--- src/sv/gnbm_pkg.sv ---
// package: constants, types and helpers for the box-muller noise generator
package gnbm_pkg;

    localparam int UNIFORM_BITS_DEF = 32;
    localparam int DATA_W           = 32;

    localparam int LOG_STEPS = 26;
    localparam int RAD_W     = 32;
    localparam int SQ_SHIFT  = 14;
    localparam int REM_W     = RAD_W + SQ_SHIFT;
    localparam int MAG_W     = REM_W / 2;

    localparam int TRIG_TERMS = 7;
    localparam int SIN_TERMS  = 6;

    localparam int LOG_LAT   = LOG_STEPS + 2;
    localparam int SQRT_LAT  = MAG_W;
    localparam int TRIG_LAT  = 3 * TRIG_TERMS + 3;
    localparam int SCALE_LAT = 3;
    localparam int TRIG_DLY  = LOG_LAT + SQRT_LAT - TRIG_LAT;

    localparam logic [30:0] TWO_LN2_Q30    = 31'd1488522236;
    localparam logic [29:0] QUARTER_PI_Q30 = 30'd843314857;

    localparam logic signed [31:0] ONE_Q30  = 32'sd1073741824;
    localparam logic signed [31:0] HALF_Q30 = 32'sd536870912;

    localparam logic [31:0] MEAN_RST    = 32'd0;
    localparam logic [31:0] STD_DEV_RST = 32'd65536;

    localparam logic signed [37:0] SUM_MAX = 38'sd2147483647;
    localparam logic signed [37:0] SUM_MIN = -38'sd2147483648;
    localparam logic [31:0]        SAT_MAX = 32'h7fff_ffff;
    localparam logic [31:0]        SAT_MIN = 32'h8000_0000;

    typedef enum logic [0:0] {
        CFG_MEAN    = 1'b0,
        CFG_STD_DEV = 1'b1
    } cfg_index_t;

    typedef struct packed {
        logic signed [31:0] zc;
        logic signed [31:0] zs;
    } trig_pair_t;

    function automatic logic [7:0] sin_div(input int k);
        int n;
        n = 2 + 2 * k;
        return 8'(n * (n + 1));
    endfunction

    function automatic logic [7:0] cos_div(input int k);
        int n;
        n = 1 + 2 * k;
        return 8'(n * (n + 1));
    endfunction

endpackage

--- src/sv/gnbm_sqrt.sv ---
// pipelined integer square root, one result bit per stage
module gnbm_sqrt import gnbm_pkg::*;
(
    input  logic             clk,
    input  logic             rst_n,
    input  logic             en,
    input  logic             valid_in,
    input  logic [RAD_W-1:0] radicand,
    output logic             valid_out,
    output logic [MAG_W-1:0] mag
);

    logic [REM_W-1:0] rem_reg  [0:MAG_W-1];
    logic [MAG_W-1:0] root_reg [0:MAG_W-1];
    logic             v_reg    [0:MAG_W-1];

    for (genvar k = 0; k < MAG_W; k++)
    begin : g_bit
        localparam int BIT = MAG_W - 1 - k;

        logic [REM_W-1:0] rem_in;
        logic [MAG_W-1:0] root_in;
        logic             v_in;
        logic [REM_W-1:0] trial_next;

        if (k == 0)
        begin : g_first
            assign rem_in  = {radicand, {SQ_SHIFT{1'b0}}};
            assign root_in = '0;
            assign v_in    = valid_in;
        end
        else
        begin : g_rest
            assign rem_in  = rem_reg[k-1];
            assign root_in = root_reg[k-1];
            assign v_in    = v_reg[k-1];
        end

        assign trial_next = (REM_W'(root_in) << (BIT + 1)) + (REM_W'(1) << (2 * BIT));

        always_ff @(posedge clk or negedge rst_n)
        begin
            if (!rst_n)
            begin
                v_reg[k] <= 1'b0;
            end
            else if (en)
            begin
                v_reg[k] <= v_in;
            end
        end

        always_ff @(posedge clk)
        begin
            if (en)
            begin
                if (rem_in >= trial_next)
                begin
                    rem_reg[k]  <= rem_in - trial_next;
                    root_reg[k] <= root_in | (MAG_W'(1) << BIT);
                end
                else
                begin
                    rem_reg[k]  <= rem_in;
                    root_reg[k] <= root_in;
                end
            end
        end
    end

    assign valid_out = v_reg[MAG_W-1];
    assign mag       = root_reg[MAG_W-1];

endmodule

--- config.mk ---
export PLATFORM = sky130hd
export DESIGN_NAME = gnbm_sqrt
export DESIGN_NICKNAME = d
export VERILOG_FILES = /design/src/sv/gnbm_pkg.sv /design/src/sv/gnbm_sqrt.sv
export SDC_FILE = /design/constraint.sdc
export NUM_CORES = 2
export LEC_CHECK = 0
export BUFFER_PORTS_ARGS = -buffer_cell sky130_fd_sc_hd__buf_2
export CORE_MARGIN = 1.5
export CORE_UTILIZATION = 58
export DETAILED_ROUTE_END_ITERATION = 6
export PLACE_DENSITY = 0.83
export SYNTH_ARGS = -nofsm -noshare
export SYNTH_HDL_FRONTEND = slang
export SYNTH_SLANG_ARGS = --single-unit
--- constraint.sdc ---
create_clock -name clk -period 3.3 [get_ports clk]
set_input_delay 0.33 -clock clk [delete_from_list [all_inputs] [get_ports clk]]
set_output_delay 0.33 -clock clk [all_outputs]
set_load 0.005 [all_outputs]
==> summary.md <==
| Metric | Value |
|---|---|
| Root Driver | clkbuf_16 |
| Drt pass-1 iters | 7 |
| Met3 routed WL | 6025 um |
| First-pass GRT wire length | 175400 um |
| Syn Std Cell Area | 52200 um^2 |
| Mean Syn Cell Area | 12.10 um^2 |
| Count leader, synth | edfxtp_1 |
| Area of placed instances | 54740 um^2 |
| I/O Pins | 60 |
| Vias in the first global route | 34.34k |
| Final nets | 4894 |
| R2R cell count | 8 |
| Status | finished, final reports clean |
| Synth top area cells | edfxtp_1, ha_1, xnor2_1, xor2_1, nand2_1 |
| CP Launch Point | rem_reg[1][266] |
| WS Path Type | flop to flop |
| Layout Skew | 0.08834 ns |
| Max clock buf depth | 3 |
| DR vias/cell | 5.919 |
| Largest net degree at the start of global routing | 168 |
| Commonest cells in the netlist | edfxtp_1, nand2_1, inv_1 |
| CTS sink cnt | 1039 |
| Antenna violations before repair | 1 |
| Slew HR | 40.56% |
| Leak | 22.70 nW |
| Worst EP arrival | 3.77 ns |
| Remaining Overflow, GRT | 0 |
| Final Util | 66.52% |
| Worst-Margin Slew | 0.8916 ns |
| Layout cells sized above 1 | 11.09% |
| Met1 WL | 41240 um |
| Gpl congestion | 0.9247 |
| Num CTS Buffers | 104 |
| Die area | 91810 um^2 |
| Count of final hold-check violations | 0 |
| # port buffers | 59 |
| RSZ-0062 raised after global routing | yes |
| Share of the synthesized area in the top cell type | 58.44% |
| Crit end category | flop |
| Unique masters post-synth | 77 |
| Remaining DRCs | 0 |
| Initial Util | 58.80% |
| Synthesis-to-layout area growth | 13.13% |
| CP startpoint kind | flop |
| Post-synth EDFFs | 1016 |
| MaxCap Viol Count | 0 |
| Met2 wire len | 59120 um |
| Dpl hpwl | 77350 um |
| Highest metal used | met5 |
| Period utilisation layout | 99.76% |
| FP Rows | 109 |
| Crit path to | rem_reg[1][296] |
| CTS tree | yes |
| Asr flop ratio synth | 2.214% |
| R2r setup slk | 0.008 ns |
| Type of the most critical hold path | primary input to flop |
| Cell taking the most area after synthesis | edfxtp_1 |
| Slew Viols, Final | 0 |
| Antenna violation net count after detailed routing | 0 |
| Placed insts | 5578 |
| Vias | 34.43k |
| Worst Path Max Fanout | 5 |
| Max reg flops | 740 |
| Min cycle time layout | 3.292 ns |
| Max VDD drop | 571.3 uV |
| Latest clock arrival within the worst-skew pair | 0.70 ns |
| # setup viols final | 0 |
| Final WS setup | 0.008003 ns |
| Top_reg_cell synth | edfxtp_1 |
| CTS H-tree depth | 3 |
| Die Ht | 303.0 um |
| Fmax | 0.3038 GHz |
| Reg-to-Reg Start | rem_reg[1][266] |
| GRT Util Overall | 24.14% |
| Synthesized flop and latch total | 1039 |
| Cell area power density | 633.0 nW/um^2 |
| Post-Place Setup Slack | -0.2408 ns |
| Inserted Diodes | 0 |
| CTS clk-pin slew, worst paths | 0.07 ns |
| R2r endpoint | rem_reg[1][296] |
| Final wirelength | 111900 um |
| Post-route cell area | 59060 um^2 |
| Synth Net Count | 4641 |
| Post-Layout Cell Count | 5818 |
| Die width | 303.0 um |
| Synth Instances | 4315 |
| PnR Total Power | 37.38 mW |
| Yosys Warn Count | 0 |
| Iter 0 DRT Violations | 2686 |
| CORE AREA | 88780 um^2 |
| Per-cell routed wire length | 19.23 um |
| WP data required | 3.78 ns |
| Sequential fraction of the synthesis area | 59.55% |
## per-layer routing
| metal | vias up | global-route usage, % |
|---|---|---|
| met5 | - | 0 |
| li1 | 16380 | - |
| met1 | 16490 | 26.96 |
| met2 | 1193 | 44.71 |
| met3 | 376 | 3.631 |
| met4 | 2 | 11.81 |
## area by class of cell
type | instances | area (um^2)
Sequential cell | 1039 | 31080
Fill cell | 6065 | 29730
Multi-Input combinational cell | 2831 | 19880
Clock buffer | 125 | 2681
Timing Repair Buffer | 245 | 1918
Tap cell | 1165 | 1458
Inverter | 347 | 1303
Clock inverter | 66 | 735.7
## where the power goes
part | internal (mW) | switching, mW | leakage, nW
Clock | 6.57 | 5.17 | 1.63
Combinational | 3.32 | 4.17 | 11.2
Sequential | 16.8 | 1.36 | 9.87
## worst min path at each step
stage | startpoint | end | slack (ns) | depth (start not counted)
6_report | en | rem_reg[2][74] | 0.05 | 1
3_3_place_gp | rst_n | valid_out | 0.31 | 1
5_1_grt | en | rem_reg[2][74] | 0.02 | 1
4_1_cts | en | rem_reg[2][74] | 0.009 | 1
2_1_floorplan | rst_n | g_bit[10].v_in | 0.03 | 0
3_5_place_dp | rst_n | valid_out | 0.33 | 1
## what timing repair did
item,CTS,global route
hold endpoints to repair,56,0
gates cloned,0,1
resized for setup,9,84
setup endpoints to repair,34,194
hold buffers,34,0
setup buffers,2,12
pin swaps,2,11
## stage by stage
step	hold WS, ns	setup TNS (ns)
global placement	0.3101	-0.3109
detailed placement	0.3306	-1.108
finish	0.04711	0
CTS	0.008756	-0.09311
global route	0.01985	-1.647
floorplan	0.03441	-0.03542
## logic make-up (layout without fill, tap and decap cells)
| logic type | count (synthesis) | count (layout) | synth area share (%) |
|---|---|---|---|
| AND/OR/NAND/NOR | 1229 | 1229 | 11.94 |
| adder cells (fa/ha/maj) | 290 | 290 | 7.037 |
| flip-flops | 1039 | 1039 | 59.55 |
| multiplexers | 52 | 52 | 1.107 |
| XOR/XNOR | 422 | 422 | 7.080 |
| AO/OA/AOI/OAI | 838 | 838 | 10.07 |
| buffers and inverters | 445 | 783 | 3.221 |
## cells in the final DEF (no fill, tap or decap), drive strengths merged, types with 13 or more instances in the layout
master       synthesis  layout
or4                 27      27
dlygate4sd3          0      34
nand4               42      42
o21bai              26      26
xnor2              214     214
nand3b              13      13
a21o               103     103
or2                 25      25
xor2               208     208
o21ai              266     266
clkbuf              89     126
buf                  9     210
a31oi               23      23
edfxtp            1016    1016
nor3b               21      21
or3                 37      37
a21oi              190     190
o31ai               27      27
clkinv               0      44
o211ai              14      14
and2                14      14
nor4               114     114
mux2                46      46
ha                 284     284
dfrtp               23      23
nor2               230     230
and3                22      22
nor2b               43      43
o21a                60      60
nand2b              62      62
inv                347     352
nor3               124     124
nor4b               23      23
nand3               47      47
nand2              361     361
a211oi              29      29
## worst max-delay path, stage by stage, from the launching register on
cell and delay (ns):
edfxtp_1 0.40, or3_1 0.42, or3_4 0.35, or4_4 0.43, or4_4 0.45, nor4_4 0.28
o31a_1 0.25, buf_6 0.15, mux2_4 0.29
Power figures use the tool's default switching activity.
